$ cat config.mk
export PLATFORM = sky130hd
export DESIGN_NAME = paged_access_splitter_core
export DESIGN_NICKNAME = d
export VERILOG_FILES = /design/src/rtl/core/pas_pkg.sv /design/src/rtl/core/pas_ram.sv /design/src/rtl/core/pas_split_alu.sv /design/src/rtl/core/paged_access_splitter_core.sv
export VERILOG_INCLUDE_DIRS = /design/src /design/src/rtl/core
export SDC_FILE = /design/constraint.sdc
export NUM_CORES = 1
export LEC_CHECK = 0
export ABC_AREA = 1
export BUFFER_PORTS_ARGS = -buffer_cell sky130_fd_sc_hd__clkbuf_2
export CAP_MARGIN = 20
export CORE_ASPECT_RATIO = 1.75
export CORE_MARGIN = 2
export CORE_UTILIZATION = 56
export DETAILED_ROUTE_END_ITERATION = 16
export GPL_TIMING_DRIVEN = 0
export PLACE_DENSITY_LB_ADDON = 0.3
export SYNTH_ARGS = -nofsm -noshare
export SYNTH_HDL_FRONTEND = slang
export SYNTH_SLANG_ARGS = --single-unit
export TNS_END_PERCENT = 1
$ cat constraint.sdc
create_clock -name clk -period 3.35 [get_ports clk]
set_clock_uncertainty 0.05 [all_clocks]
set_input_delay 0 -clock clk [delete_from_list [all_inputs] [get_ports clk]]
set_output_delay 0 -clock clk [all_outputs]
set_load 0.03 [all_outputs]
$ cat src/rtl/core/paged_access_splitter_core_macros.svh
// Assertion macros shared by the paged access splitter RTL.
// Each macro samples on clk and is disabled while rst_n is low.
`ifndef PAGED_ACCESS_SPLITTER_CORE_MACROS_SVH
`define PAGED_ACCESS_SPLITTER_CORE_MACROS_SVH

// Same-cycle implication: when ante holds, cons must hold in that cycle.
`define PAS_ASSERT_NOW(label, ante, cons) \
  label: assert property (@(posedge clk) disable iff (!rst_n) (ante) |-> (cons)) \
    else $error("paged access splitter check failed");

// Next-cycle implication: when ante holds, cons must hold in the following cycle.
`define PAS_ASSERT_NEXT(label, ante, cons) \
  label: assert property (@(posedge clk) disable iff (!rst_n) (ante) |=> (cons)) \
    else $error("paged access splitter check failed");

`endif

$ cat src/rtl/core/pas_pkg.sv
// Shared types, widths and constants of the paged access splitter.
// Used by every module in rtl/core; depends on nothing else.
`default_nettype none

package pas_pkg;

  // Geometry of the paging scheme.
  localparam int PAGE_BYTES  = 32;
  localparam int TABLE_PAGES = 64;
  localparam int MAX_LENGTH  = 255;

  // Field widths of the transfers.
  localparam int OPCODE_W = 1;
  localparam int PIDX_W   = 6;
  localparam int FRAME_W  = 6;
  localparam int ADDR_W   = 11;
  localparam int LEN_W    = 8;
  localparam int BYTES_W  = 6;

  // Derived widths.
  localparam int OFF_W  = $clog2(PAGE_BYTES);
  localparam int NB_W   = OFF_W + 1;
  localparam int PAGE_W = $clog2(((1 << ADDR_W) + MAX_LENGTH) / PAGE_BYTES + 2);
  localparam int CMP_W  = (LEN_W > NB_W) ? LEN_W : NB_W;

  // Operation codes.
  localparam logic [OPCODE_W-1:0] OP_WRITE     = 1'b0;
  localparam logic [OPCODE_W-1:0] OP_TRANSLATE = 1'b1;

  typedef enum logic {
    ST_IDLE,
    ST_EMIT
  } state_t;

  typedef struct packed {
    logic [OPCODE_W-1:0] opcode;
    logic [PIDX_W-1:0]   page_index;
    logic [FRAME_W-1:0]  frame_value;
    logic [ADDR_W-1:0]   logical_address;
    logic [LEN_W-1:0]    access_length;
  } in_t;

  typedef struct packed {
    logic [BYTES_W-1:0] chunk_bytes;
    logic [ADDR_W-1:0]  physical_address;
    logic               fault;
    logic               last_chunk;
  } out_t;

  // Result of one pass of the split unit.
  typedef struct packed {
    logic [NB_W-1:0]  nbytes;
    logic [LEN_W-1:0] rem;
    logic             last;
  } split_res_t;

endpackage

`default_nettype wire

$ cat src/rtl/core/pas_ram.sv
// Generic single-write, single-read RAM with a registered read port.
// Depends on pas_pkg for its default geometry.
`default_nettype none

module pas_ram #(
  parameter int WIDTH = pas_pkg::FRAME_W,
  parameter int DEPTH = pas_pkg::TABLE_PAGES
) (
  input  wire logic                     clk,
  input  wire logic                     we,
  input  wire logic [$clog2(DEPTH)-1:0] waddr,
  input  wire logic [WIDTH-1:0]         wdata,
  input  wire logic [$clog2(DEPTH)-1:0] raddr,
  output logic      [WIDTH-1:0]         rdata
);

  logic [WIDTH-1:0] mem [DEPTH];

  always_ff @(posedge clk) begin
    if (we) begin
      mem[waddr] <= wdata;
    end
    rdata <= mem[raddr];
  end

endmodule

`default_nettype wire

$ cat src/rtl/core/pas_split_alu.sv
// Shared split unit: takes the bytes that fit in the current page off the
// remaining length. Depends on pas_pkg for widths and the result struct.
`default_nettype none

module pas_split_alu (
  input  wire logic [pas_pkg::LEN_W-1:0] rem,
  input  wire logic [pas_pkg::OFF_W-1:0] offset,
  output pas_pkg::split_res_t            res
);

  logic [pas_pkg::CMP_W-1:0] room;
  logic [pas_pkg::CMP_W-1:0] rem_c;
  logic [pas_pkg::CMP_W-1:0] take;

  always_comb begin
    room  = pas_pkg::CMP_W'(pas_pkg::PAGE_BYTES) - pas_pkg::CMP_W'(offset);
    rem_c = pas_pkg::CMP_W'(rem);
    take  = (rem_c < room) ? rem_c : room;
    res.nbytes = pas_pkg::NB_W'(take);
    res.rem    = pas_pkg::LEN_W'(rem_c - take);
    res.last   = (rem_c == take);
  end

endmodule

`default_nettype wire

$ cat src/rtl/core/paged_access_splitter_core.sv
// Top level of the paged access splitter: page table, sequencer and output register.
// Depends on pas_pkg, pas_ram, pas_split_alu and the assertion macro header.
`default_nettype none

// Paged access splitter. A write item (opcode 0) stores a frame number for a
// page and marks the page mapped; it produces no result, and busy stays low,
// so another item may follow at the next edge. A translate item (opcode 1)
// is split into one result per page touched, from 1 up to 9 with 32-byte
// pages and lengths saturated to 255. After the accepting edge busy stays
// high while the chunks are computed, and the next item can be taken once
// busy is low again; one chunk per cycle comes from the single shared split
// unit, which is reused for every chunk, while the frame table RAM is read
// one page ahead so its registered read does not delay the chunks. Each
// result appears on out_item for exactly one cycle, flagged by out_strobe,
// in the cycle after the chunk is computed; the receiver cannot stall the
// block, so every transfer on the result side must be captured when it is
// shown. A chunk whose page is not mapped, or lies beyond the table, reports
// fault with a zero physical address but still carries its byte count. The
// mapped flags clear at reset; frame entries need no clearing because an
// entry is only used when its flag is set.

`include "paged_access_splitter_core_macros.svh"

module paged_access_splitter_core #(
  parameter int TABLE_PAGES = pas_pkg::TABLE_PAGES
) (
  input  wire logic           clk,
  input  wire logic           rst_n,
  input  wire logic           start,
  output logic                busy,
  input  wire pas_pkg::in_t   in_item,
  output logic                out_strobe,
  output pas_pkg::out_t       out_item
);

  localparam int TAB_AW = $clog2(TABLE_PAGES);
  localparam int EXT_A  = (pas_pkg::PAGE_W > TAB_AW) ? pas_pkg::PAGE_W : TAB_AW;
  // One bit above the widest operand so that the table size itself fits.
  localparam int EXT_W  = ((EXT_A > pas_pkg::PIDX_W) ? EXT_A : pas_pkg::PIDX_W) + 1;

  // Sequencer state and the working registers of the current access.
  pas_pkg::state_t                state_r, state_nxt;
  logic [pas_pkg::PAGE_W-1:0]     page_r, page_nxt;
  logic [pas_pkg::OFF_W-1:0]      off_r, off_nxt;
  logic [pas_pkg::LEN_W-1:0]      rem_r, rem_nxt;
  logic                           mapped_r [TABLE_PAGES];
  logic                           out_valid_r;
  pas_pkg::out_t                  out_r;

  logic                           accept;
  logic                           acc_write;
  logic                           acc_translate;
  logic [EXT_W-1:0]               widx_ext;
  logic                           wr_en;
  logic [EXT_W-1:0]               page_ext;
  logic [EXT_W-1:0]               page_nxt_ext;
  logic [pas_pkg::FRAME_W-1:0]    frame_rd;
  logic                           page_ok;
  logic [pas_pkg::LEN_W-1:0]      len_sat;
  pas_pkg::split_res_t            split;
  pas_pkg::out_t                  chunk;

  // A transfer on the input side completes when start meets a low busy.
  assign accept        = start && !busy;
  assign acc_write     = accept && (in_item.opcode == pas_pkg::OP_WRITE);
  assign acc_translate = accept && (in_item.opcode == pas_pkg::OP_TRANSLATE);

  // Writes to pages past the end of the table are dropped.
  assign widx_ext = EXT_W'(in_item.page_index);
  assign wr_en    = acc_write && (widx_ext < EXT_W'(TABLE_PAGES));

  // Lengths above the limit saturate.
  assign len_sat = (32'(in_item.access_length) > pas_pkg::MAX_LENGTH) ?
                   pas_pkg::LEN_W'(pas_pkg::MAX_LENGTH) : in_item.access_length;

  // The shared split unit works on the current page every chunk cycle.
  pas_split_alu u_split (
    .rem    (rem_r),
    .offset (off_r),
    .res    (split)
  );

  // The RAM is addressed with the page of the next cycle so that the frame
  // of the current page is ready when its chunk is computed.
  assign page_ext     = EXT_W'(page_r);
  assign page_nxt_ext = EXT_W'(page_nxt);

  pas_ram #(
    .WIDTH (pas_pkg::FRAME_W),
    .DEPTH (TABLE_PAGES)
  ) u_frame_ram (
    .clk   (clk),
    .we    (wr_en),
    .waddr (widx_ext[TAB_AW-1:0]),
    .wdata (in_item.frame_value),
    .raddr (page_nxt_ext[TAB_AW-1:0]),
    .rdata (frame_rd)
  );

  // Next-state logic.
  always_comb begin
    state_nxt = state_r;
    unique case (state_r)
      pas_pkg::ST_IDLE: begin
        if (acc_translate) begin
          state_nxt = pas_pkg::ST_EMIT;
        end
      end
      pas_pkg::ST_EMIT: begin
        if (split.last) begin
          state_nxt = pas_pkg::ST_IDLE;
        end
      end
      default: state_nxt = pas_pkg::ST_IDLE;
    endcase
  end

  // Output and datapath logic.
  always_comb begin
    busy     = 1'b0;
    page_nxt = page_r;
    off_nxt  = off_r;
    rem_nxt  = rem_r;
    page_ok  = (page_ext < EXT_W'(TABLE_PAGES)) && mapped_r[page_ext[TAB_AW-1:0]];
    chunk.chunk_bytes      = pas_pkg::BYTES_W'(split.nbytes);
    chunk.physical_address = page_ok ? pas_pkg::ADDR_W'({frame_rd, off_r}) : '0;
    chunk.fault            = !page_ok;
    chunk.last_chunk       = split.last;
    unique case (state_r)
      pas_pkg::ST_IDLE: begin
        if (acc_translate) begin
          page_nxt = pas_pkg::PAGE_W'(in_item.logical_address >> pas_pkg::OFF_W);
          off_nxt  = in_item.logical_address[pas_pkg::OFF_W-1:0];
          rem_nxt  = len_sat;
        end
      end
      pas_pkg::ST_EMIT: begin
        busy     = 1'b1;
        page_nxt = page_r + pas_pkg::PAGE_W'(1);
        off_nxt  = '0;
        rem_nxt  = split.rem;
      end
      default: begin
        busy = 1'b0;
      end
    endcase
  end

  // Control registers.
  always_ff @(posedge clk) begin
    if (!rst_n) begin
      state_r     <= pas_pkg::ST_IDLE;
      out_valid_r <= 1'b0;
      mapped_r    <= '{default: 1'b0};
    end else begin
      state_r     <= state_nxt;
      out_valid_r <= (state_r == pas_pkg::ST_EMIT);
      if (wr_en) begin
        mapped_r[widx_ext[TAB_AW-1:0]] <= 1'b1;
      end
    end
  end

  // Payload registers.
  always_ff @(posedge clk) begin
    page_r <= page_nxt;
    off_r  <= off_nxt;
    rem_r  <= rem_nxt;
    if (state_r == pas_pkg::ST_EMIT) begin
      out_r <= chunk;
    end
  end

  assign out_strobe = out_valid_r;
  assign out_item   = out_r;

  // A result only follows a chunk cycle of the sequencer.
  `PAS_ASSERT_NOW(a_strobe_from_emit, out_strobe, $past(state_r == pas_pkg::ST_EMIT))
  // Once the last chunk is shown the block is free again.
  `PAS_ASSERT_NOW(a_last_frees_block, out_strobe && out_item.last_chunk, !busy)
  // A chunk that is not the last is followed directly by another.
  `PAS_ASSERT_NEXT(a_no_gap_in_split, out_strobe && !out_item.last_chunk, out_strobe)
  // A chunk never holds more than one page.
  `PAS_ASSERT_NOW(a_chunk_fits_page, out_strobe,
                  out_item.chunk_bytes <= pas_pkg::BYTES_W'(pas_pkg::PAGE_BYTES))

endmodule

`default_nettype wire
==> flow_summary.json, run 1 <==
{
  "status": "finished, violations left",
  "violations": "negative setup slack",
  "hold_violations": 0,
  "die_area_mm2": 0.0403,
  "criticalPathCategory": "reg2reg",
  "nets": 2415,
  "whs_ns": 0.162,
  "leakage_nw": 10.3,
  "port_buffers": 55,
  "synth_top_area_share_pct": 57.9,
  "finalMaxSlewViolations": 0,
  "ant_nets": 0,
  "cp.arrival_ns": 3.79,
  "antenna_found_initial": 0,
  "avgSynthCellArea_um2": 9.70,
  "synth_nets": 2278,
  "vias_per_cell": 5.65,
  "pwr_density_cell_mw_per_mm2": 641,
  "critical-path-max-stage-delay_ns": 0.41,
  "grt_max_degree": 65,
  "drv_cap": 0,
  "synth_mux_area_share_pct": 0,
  "yosys_warnings": 0,
  "crit_chain": "inv_2, ha_4, xor2_4, ha_4, inv_2, nor2_1, nor2_1, a21oi_1, o21ai_1, nand2_1, buf_8, o21ai_4, ha_4, inv_2, fa_2, inv_2, o21ai_4, a21oi_2, nor2_1, nor2_1, xnor2_1, o21ai_1",
  "finalSetupTns_ns": -0.632,
  "ctsHtreeMaxLevel": 2,
  "cts_root_buf": "clkbuf_16",
  "setup_viol": 5,
  "ctsLongestPathBuffers": 3,
  "grt_usage_pct": 30.2,
  "cts_buffers": 43,
  "ys.flop_type": "edfxtp_1",
  "drive_gt1_share_pct": 10.2,
  "die_w_um": 153,
  "synthTopCellsByArea": "edfxtp_1, nand2_1, nand3_1",
  "power.internal_w": 0.0108,
  "rsz0062_at_grt": "yes",
  "cp-start-kind": "register",
  "wirelength_um": 61900,
  "grt_pass1_wl_um": 91300,
  "cp_slowest_cell": "edfxtp_1",
  "p_switching_w": 0.00494,
  "layout_setup_ws_ns": -0.197,
  "core_mm2": 0.0383,
  "comb_power_share_pct": 23.5,
  "yosysSeqAreaShare_pct": 65.1,
  "drtIter0Drc": 1241,
  "vias": 16304,
  "ys_ff_latch": 495,
  "clock_sinks": 495,
  "synth_top_family_by_area": "simple AND/OR/NAND/NOR gates",
  "pwr-share-clk_pct": 32.9,
  "area_growth_pct": 13.6,
  "io-pin-count": 56,
  "period_share_pct": 106,
  "grt_overflow": 0,
  "end_kind": "register",
  "worst_pin_slew_ns": 1.01,
  "synth_area_leader_cell": "edfxtp_1",
  "swShare_pct": 31.3,
  "clk_pin_slew_ns": 0.07,
  "nFillCells": 2963,
  "wl_per_cell_um": 21.5,
  "drt_first_pass_iters": 6,
  "hp-class": "in2reg",
  "drcViolationCount": 0,
  "crit_family": "adder cells",
  "synth_edf_count": 417,
  "worst-path-buf-inv": 5,
  "relSlewSlack_pct": 32.9,
  "async_reset_ff_share_pct": 0,
  "synthDistinctLibCells": 33,
  "dp_hpwl_um": 42900,
  "initial_core_util_pct": 56.5,
  "final_core_util_pct": 64.2,
  "ir_drop_mv": 0.400,
  "gp_congestion": 0.958,
  "fmax_mhz": 282,
  "cp.required_ns": 3.59,
  "synth_adder_area_share_pct": 0.786,
  "final_common_cell": "nand2_1",
  "insertedDiodeCount": 0,
  "synth_xor_area_share_pct": 0.364,
  "synth_compound_area_share_pct": 2.89,
  "chipHeight_um": 264,
  "seqPwrFrac_pct": 43.6,
  "syn_inst": 2230,
  "cp_max_fo": 6,
  "synth_area_mm2": 0.0216,
  "tritoncts": "built",
  "num_rows": 95,
  "mostFrequentLayoutCells": "nand2_1, edfxtp_1, inv_1, nand3_1, nor2_1",
  "min_period_ns": 3.55,
  "grt_pass1_vias": 16164,
  "synthSimpleGateAreaFrac_pct": 22.0,
  "insertion_delay_ns": 0.57
}
per-layer routing:
layer | global-route usage, % | share of wire (%)
met1 | 31.3 | 33
met2 | 54.0 | 51
met3 | 4.99 | 7.2
met4 | 23.5 | 9.1
met5 | 0 | 0
worst paths after layout:
path,cells past startpoint,from,slack (ns),end
worst max-delay path,22,off_r[0]$_SDFFCE_PP0P_,-0.20,rem_r[6]$_DFFE_PP_
worst min-delay path,6,in_item[29],0.16,mapped_r[21]$_SDFFE_PN0P_
worst max register to register,22,off_r[0]$_SDFFCE_PP0P_,-0.20,rem_r[6]$_DFFE_PP_
worst min register to register,2,mapped_r[62]$_SDFFE_PN0P_,0.42,mapped_r[62]$_SDFFE_PN0P_
synth_stat cells (2+ instances only):
master / count
nor2_1: 249
ha_1: 12
nand3_1: 342
nand4_1: 40
buf_2: 46
inv_2: 5
edfxtp_1: 417
xor2_1: 7
inv_1: 371
nand3_2: 2
o211ai_1: 17
o22ai_1: 6
o21ai_0: 49
nor2_2: 2
nand2_1: 471
a21oi_1: 32
clkbuf_1: 52
xnor2_1: 2
dfxtp_1: 78
buf_4: 9
nor3_1: 9
tightest hold or removal path: stages:
cell      delay, ns
clkbuf_2       0.15
nor3_1         0.07
inv_1          0.19
nor2_2         0.17
nor2_1         0.12
nor2_1         0.04
flip-flops by register name, summed over array words and instances, names as in the netlist:
name / flops
u_frame_ram.mem: 384
mapped_r: 64
out_item: 19
rem_r: 8
page_r: 7
u_frame_ram.rdata: 6
off_r: 5
out_strobe: 1
state_r: 1
timing repair:
| action | 4_1_cts | 5_1_grt |
|---|---|---|
| setup buffers | 9 | 11 |
| pin swaps | 14 | 24 |
| gates resized for setup | 38 | 20 |
| endpoints found under the hold margin | 19 | 0 |
| setup endpoints to repair | 80 | 115 |
| hold buffers | 16 | 0 |
power by group through the flow:
stage | sequential, W | clock, W | combinational (W)
detailed placement | 0.00700 | 0 | 0.00337
global placement | 0.00700 | 0 | 0.00330
CTS | 0.00687 | 0.00518 | 0.00349
global route | 0.00688 | 0.00540 | 0.00395
floorplan | 0.00702 | 0 | 0.00203
finish | 0.00688 | 0.00518 | 0.00370
stage by stage:
stage / worst slack (ns) / instance area, um2 / power, W / cells
after floorplan: -0.0334 / 21600 / 0.00905 / 2230
final: -0.197 / 24600 / 0.0158 / 2885
after detailed placement: -0.787 / 22600 / 0.0104 / 2771
after global routing: -0.336 / 24600 / 0.0162 / 2885
after global placement: -0.664 / 22500 / 0.0103 / 2770
after CTS: -0.230 / 24400 / 0.0155 / 2874
layout make-up:
cell class,count,area [um2],area share [%]
Sequential cell,495,14100,57.3
Multi-Input combinational cell,1250,5870,23.9
Inverter,376,1410,5.74
Clock buffer,53,1180,4.78
Timing Repair Buffer,92,631,2.57
Tap cell,485,607,2.47
Buffer,109,519,2.11
Clock inverter,25,280,1.14
kinds of logic (layout without fill, tap and decap cells):
group,Yosys count,in the layout
AOI/OAI and AO/OA,110,110
xor gates and xnor gates,9,9
adders and majority gates,13,13
buffers and inverters,485,655
DFF,495,495
and+or+nand+nor,1118,1118
(Power assumes the default switching activity.)
==> inputs of run 2 (changes only) <==
--- a/config.mk
+++ b/config.mk
@@ -14,4 +14,5 @@
 export CORE_UTILIZATION = 56
 export DETAILED_ROUTE_END_ITERATION = 16
+export GPL_ROUTABILITY_DRIVEN = 0
 export GPL_TIMING_DRIVEN = 0
 export PLACE_DENSITY_LB_ADDON = 0.3
==> constraint.sdc (replaced) <==
create_clock -name clk -period 3.35 [get_ports clk]
set_clock_uncertainty 0.05 [all_clocks]
set_input_delay 0.67 -clock clk [delete_from_list [all_inputs] [get_ports clk]]
set_output_delay 0.67 -clock clk [all_outputs]
set_load 0.03 [all_outputs]
==> flow_summary.json, run 2 (synthesized netlist as in run 1, its figures left out) <==
{
  "status": "finished, violations left",
  "violations": "negative setup slack",
  "grt_max_degree": 65,
  "cp.arrival_ns": 3.70,
  "wirelength_um": 60600,
  "post_dp_cell_area_mm2": 0.0225,
  "chipHeight_um": 264,
  "leakage_nw": 10.1,
  "worst_pin_slew_ns": 1.02,
  "crit-reg2reg-launch": "off_r[0]$_SDFFCE_PP0P_",
  "ant_nets": 0,
  "worstHoldStart": "in_item[5]",
  "nFillCells": 2957,
  "clock_sinks": 495,
  "ctsLongestPathBuffers": 3,
  "hp-class": "in2reg",
  "rrSetupSlack_ns": -0.12,
  "num_rows": 95,
  "r2r.worst_path.cells": 22,
  "drt_first_pass_iters": 6,
  "pre_cts_ws_ns": -0.803,
  "nets": 2389,
  "io-pin-count": 56,
  "core_mm2": 0.0383,
  "reg2reg_to": "rem_r[6]$_DFFE_PP_",
  "hold_path_depth": 3,
  "drv_cap": 0,
  "rsz0062_at_grt": "yes",
  "setup_viol": 3,
  "grt_pass1_vias": 16117,
  "finalSetupTns_ns": -0.274,
  "pwr_density_cell_mw_per_mm2": 632,
  "grt_overflow": 0,
  "end_kind": "register",
  "ctsHtreeMaxLevel": 2,
  "layout_setup_ws_ns": -0.123,
  "fmax_mhz": 288,
  "hold_end": "rem_r[5]$_DFFE_PP_",
  "seqCellArea_mm2": 0.0141,
  "initial_core_util_pct": 56.5,
  "relSlewSlack_pct": 32.1,
  "vias": 16148,
  "vias_per_cell": 5.65,
  "whs_ns": 0.357,
  "area_growth_pct": 11.6,
  "final_common_cell": "nand2_1",
  "grt_usage_pct": 30.0,
  "cp.required_ns": 3.58,
  "largest-register": "u_frame_ram.mem",
  "insertion_delay_ns": 0.56,
  "finalMaxSlewViolations": 0,
  "grt_pass1_wl_um": 90700,
  "largest_reg_flops": 384,
  "antenna_found_initial": 1,
  "min_period_ns": 3.47,
  "mostFrequentLayoutCells": "nand2_1, edfxtp_1, inv_1, nand3_1, nor2_1",
  "period_share_pct": 104,
  "die_area_mm2": 0.0403,
  "final_core_util_pct": 63.1,
  "ir_drop_mv": 0.372,
  "drive_gt1_share_pct": 9.69,
  "die_w_um": 153,
  "hold_violations": 0,
  "cp_max_fo": 7,
  "cts_root_buf": "clkbuf_16",
  "drtIter0Drc": 1702,
  "cp-start-kind": "register",
  "cts_hold_buf": 0,
  "clk_pin_slew_ns": 0.07,
  "port_buffers": 55,
  "multi_input_area_mm2": 0.00583,
  "reg_top3": "u_frame_ram.mem x384, mapped_r x64, out_item x19",
  "dp_hpwl_um": 41900,
  "wl_per_cell_um": 21.2,
  "cts_buffers": 43,
  "tritoncts": "built",
  "drcViolationCount": 0,
  "criticalPathCategory": "reg2reg",
  "stdcell_area_mm2": 0.0242
}
==> run 2: metrics by stage <==
stage,total power [W],cells
floorplan,0.00905,2230
global placement,0.0103,2770
detailed placement,0.0104,2770
CTS,0.0151,2856
global route,0.0157,2858
finish,0.0153,2859
==> run 2: worst max-delay path by stage <==
stage | start | endpoint | slack, ns | cells after the start
CTS | off_r[0]$_SDFFCE_PP0P_ | rem_r[6]$_DFFE_PP_ | -0.21 | 21
global placement | off_r[0]$_SDFFCE_PP0P_ | rem_r[7]$_DFFE_PP_ | -0.64 | 19
finish | off_r[0]$_SDFFCE_PP0P_ | rem_r[6]$_DFFE_PP_ | -0.12 | 22
global route | off_r[0]$_SDFFCE_PP0P_ | rem_r[6]$_DFFE_PP_ | -0.35 | 22
floorplan | off_r[0]$_SDFFCE_PP0P_ | rem_r[7]$_DFFE_PP_ | -0.03 | 20
detailed placement | off_r[0]$_SDFFCE_PP0P_ | rem_r[7]$_DFFE_PP_ | -0.80 | 19
==> run 2: layout make-up <==
type	instances	share of cell area [%]
sequential	495	58.3
multi-input combinational	1250	24.1
inverter	376	5.84
clock buffer	59	4.88
tap	485	2.51
buffer	109	2.16
timing repair buffer	66	1.54
clock inverter	18	0.575
antenna	1	0.0104
==> run 2: per-layer routing <==
layer | wire [um] | part of all wire (%) | track usage [%] | vias up
li1 | - | - | - | 7501
met1 | 19700 | 33 | 31.3 | 7508
met2 | 29900 | 49 | 52.2 | 869
met3 | 4730 | 7.8 | 5.33 | 270
met4 | 6240 | 10 | 24.6 | 0
met5 | 0 | 0 | 0 | -
==> run 2: repair_timing <==
action | in CTS | in global routing
setup buffers | 9 | 2
setup endpoints to repair | 125 | 91
pin swaps | 11 | 19
gates resized for setup | 35 | 24
==> run 2: power breakdown <==
group          switching, W  leakage, nW  internal (W)
clock               0.00214        0.639       0.00262
sequential        0.0000616         4.40       0.00681
combinational       0.00264         5.07      0.000997
total               0.00484         10.1        0.0104
==> run 2: critical path: stages (launching register included) <==
cell and delay, ns:
edfxtp_1 0.40, inv_2 0.10, ha_4 0.18, nand3_4 0.11, xor2_4 0.22, ha_4 0.30
o21ai_2 0.06, a21oi_2 0.14, o21ai_2 0.07, nand2_2 0.08, buf_8 0.14, nand2_4 0.05
o21ai_4 0.06, ha_2 0.19, inv_2 0.04, fa_2 0.35, inv_2 0.08, o21ai_4 0.07
a21oi_2 0.13, nor2_1 0.05, nor2_1 0.11, xnor2_1 0.13, o21ai_1 0.08
==> inputs of run 3 (changes only) <==
--- a/config.mk
+++ b/config.mk
@@ -13,4 +13,5 @@
 export CORE_MARGIN = 2
 export CORE_UTILIZATION = 56
+export CTS_BUF_LIST = sky130_fd_sc_hd__clkbuf_4 sky130_fd_sc_hd__clkbuf_8 sky130_fd_sc_hd__clkbuf_16
 export DETAILED_ROUTE_END_ITERATION = 16
 export GPL_ROUTABILITY_DRIVEN = 0
--- a/constraint.sdc
+++ b/constraint.sdc
@@ -3,3 +3,3 @@
 set_input_delay 0.67 -clock clk [delete_from_list [all_inputs] [get_ports clk]]
 set_output_delay 0.67 -clock clk [all_outputs]
-set_load 0.03 [all_outputs]
+set_load 0.01 [all_outputs]
==> flow_summary.json, run 3 (synthesized netlist as in run 1, its figures left out) <==
{
  "status": "finished, violations left",
  "violations": "negative setup slack",
  "die_w_um": 153,
  "ctsHtreeMaxLevel": 2,
  "dp_hpwl_um": 41900,
  "cp_max_fo": 7,
  "ir_drop_mv": 0.372,
  "leakage_nw": 10.1,
  "hold_violations": 0,
  "pwr_density_cell_mw_per_mm2": 633,
  "wl_per_cell_um": 21.1,
  "crit_path_start": "off_r[0]$_SDFFCE_PP0P_",
  "cp-start-kind": "register",
  "largest-register": "u_frame_ram.mem",
  "clk_pin_slew_ns": 0.07,
  "port_buffers": 55,
  "cpMostUsedCell": "inv_2",
  "cts_buffers": 43,
  "chipHeight_um": 264,
  "initial_core_util_pct": 56.5,
  "ctsLongestPathBuffers": 3,
  "insertion_delay_ns": 0.56,
  "nets": 2387,
  "io-pin-count": 56,
  "vias_per_cell": 5.61,
  "drive_gt1_share_pct": 10.2,
  "vias": 16039,
  "cp.arrival_ns": 3.70,
  "criticalPathCategory": "reg2reg",
  "wirelength_um": 60300,
  "reg2reg_to": "rem_r[6]$_DFFE_PP_",
  "period_share_pct": 103,
  "final_common_cell": "nand2_1",
  "drcViolationCount": 0,
  "pre_cts_ws_ns": -0.803,
  "rrSetupSlack_ns": -0.12,
  "tritoncts": "built",
  "drv_cap": 0,
  "layout_setup_ws_ns": -0.117,
  "area_growth_pct": 11.8,
  "relSlewSlack_pct": 32.9,
  "core_mm2": 0.0383,
  "grt_overflow": 0,
  "grt_usage_pct": 29.9,
  "die_area_mm2": 0.0403,
  "drt_first_pass_iters": 5,
  "ant_nets": 0,
  "finalMaxSlewViolations": 0,
  "rsz0062_at_grt": "yes",
  "grt_pass1_wl_um": 90300,
  "crit-reg2reg-launch": "off_r[0]$_SDFFCE_PP0P_",
  "largest_reg_flops": 384,
  "dp.cells": 2770,
  "cp.required_ns": 3.58,
  "grt_max_degree": 65,
  "end_kind": "register",
  "setup_viol": 3,
  "drtIter0Drc": 1648,
  "mostFrequentLayoutCells": "nand2_1, edfxtp_1, inv_1, nand3_1, nor2_1",
  "critical-path-max-stage-delay_ns": 0.40,
  "reg_top3": "u_frame_ram.mem x384, mapped_r x64, out_item x19",
  "worst_pin_slew_ns": 1.01,
  "clock_sinks": 495,
  "cp_slowest_cell": "edfxtp_1",
  "cts_root_buf": "clkbuf_16",
  "hp-class": "in2reg",
  "min_period_ns": 3.47,
  "crit_chain": "inv_2, ha_4, nand3_4, xor2_4, ha_4, o21ai_2, a21oi_2, o21ai_2, nand2_2, buf_8, o21ai_4, ha_2, inv_2, fa_2, inv_2, o21ai_4, a21oi_2, nor2_1, nor2_1, xnor2_1, o21ai_1",
  "final_cells": 2857,
  "crit_path_end": "rem_r[6]$_DFFE_PP_",
  "num_rows": 95,
  "r2r.worst_path.cells": 21,
  "antenna_found_initial": 1,
  "grt_pass1_vias": 16093,
  "fmax_mhz": 288
}
## run 3: layout make-up
class                           instances  area (um2)
Sequential cell                       495       14100
Fill cell                            2954       14100
Multi-Input combinational cell       1250        5830
Inverter                              376        1410
Clock buffer                           59        1230
Tap cell                              485         607
Buffer                                109         520
Timing Repair Buffer                   64         358
Clock inverter                         18         139
Antenna cell                            1        2.50
## run 3: worst min path at each step
stage                                    from                   endpoint  slack (ns)  cells past startpoint
floorplan           mapped_r[13]$_SDFFE_PN0P_  mapped_r[13]$_SDFFE_PN0P_        0.38                      2
global placement    mapped_r[46]$_SDFFE_PN0P_  mapped_r[46]$_SDFFE_PN0P_        0.40                      2
detailed placement  mapped_r[30]$_SDFFE_PN0P_  mapped_r[30]$_SDFFE_PN0P_        0.40                      2
CTS                                     rst_n      out_strobe$_SDFF_PN0_        0.33                      3
global route                       in_item[5]         rem_r[5]$_DFFE_PP_        0.38                      3
finish                             in_item[5]         rem_r[5]$_DFFE_PP_        0.36                      3
## run 3: repair_timing
action / CTS / global route
pin swaps: 11 / 14
resized for setup: 35 / 21
hold buffers: 0 / 0
setup endpoints to repair: 125 / 91
setup buffers: 8 / 1
gates cloned: 0 / 0
## run 3: per-stage QoR
stage          setup TNS, ns  utilization [%]  area (um2)  power (W)  hold slack, ns
2_1_floorplan        -0.0334                -       21600    0.00902           0.385
6_report              -0.232             63.2       24200     0.0153           0.360
4_1_cts               -0.378             62.9       24100     0.0152           0.330
3_3_place_gp           -5.04             58.8       22500     0.0103           0.398
5_1_grt                -1.21             63.2       24200     0.0158           0.376
3_5_place_dp          -11.65             58.9       22500     0.0103           0.404
## run 3: power by group
part / internal [W] / leakage, nW / switching, W
logic: 0.000994 / 5.06 / 0.00259
clock network: 0.00273 / 0.687 / 0.00213
registers: 0.00681 / 4.40 / 0.0000609
total: 0.0105 / 10.1 / 0.00479
## run 3: routing by layer
| layer | global-route usage, % | wire [um] |
|---|---|---|
| met1 | 31.0 | 19600 |
| met4 | 25.0 | 6230 |
| met5 | 0 | 0 |
| met3 | 5.46 | 4540 |
| met2 | 52.0 | 29900 |
## run 3: worst max-delay path: cells and delay by family (launching register included)
kind            cells  cell delay (ns)
xor+xnor            2             0.39
buf+inv             4             0.36
compound gates      7             0.66
fa+ha+maj           4             0.97
flops               1             0.40
simple gates        4             0.36
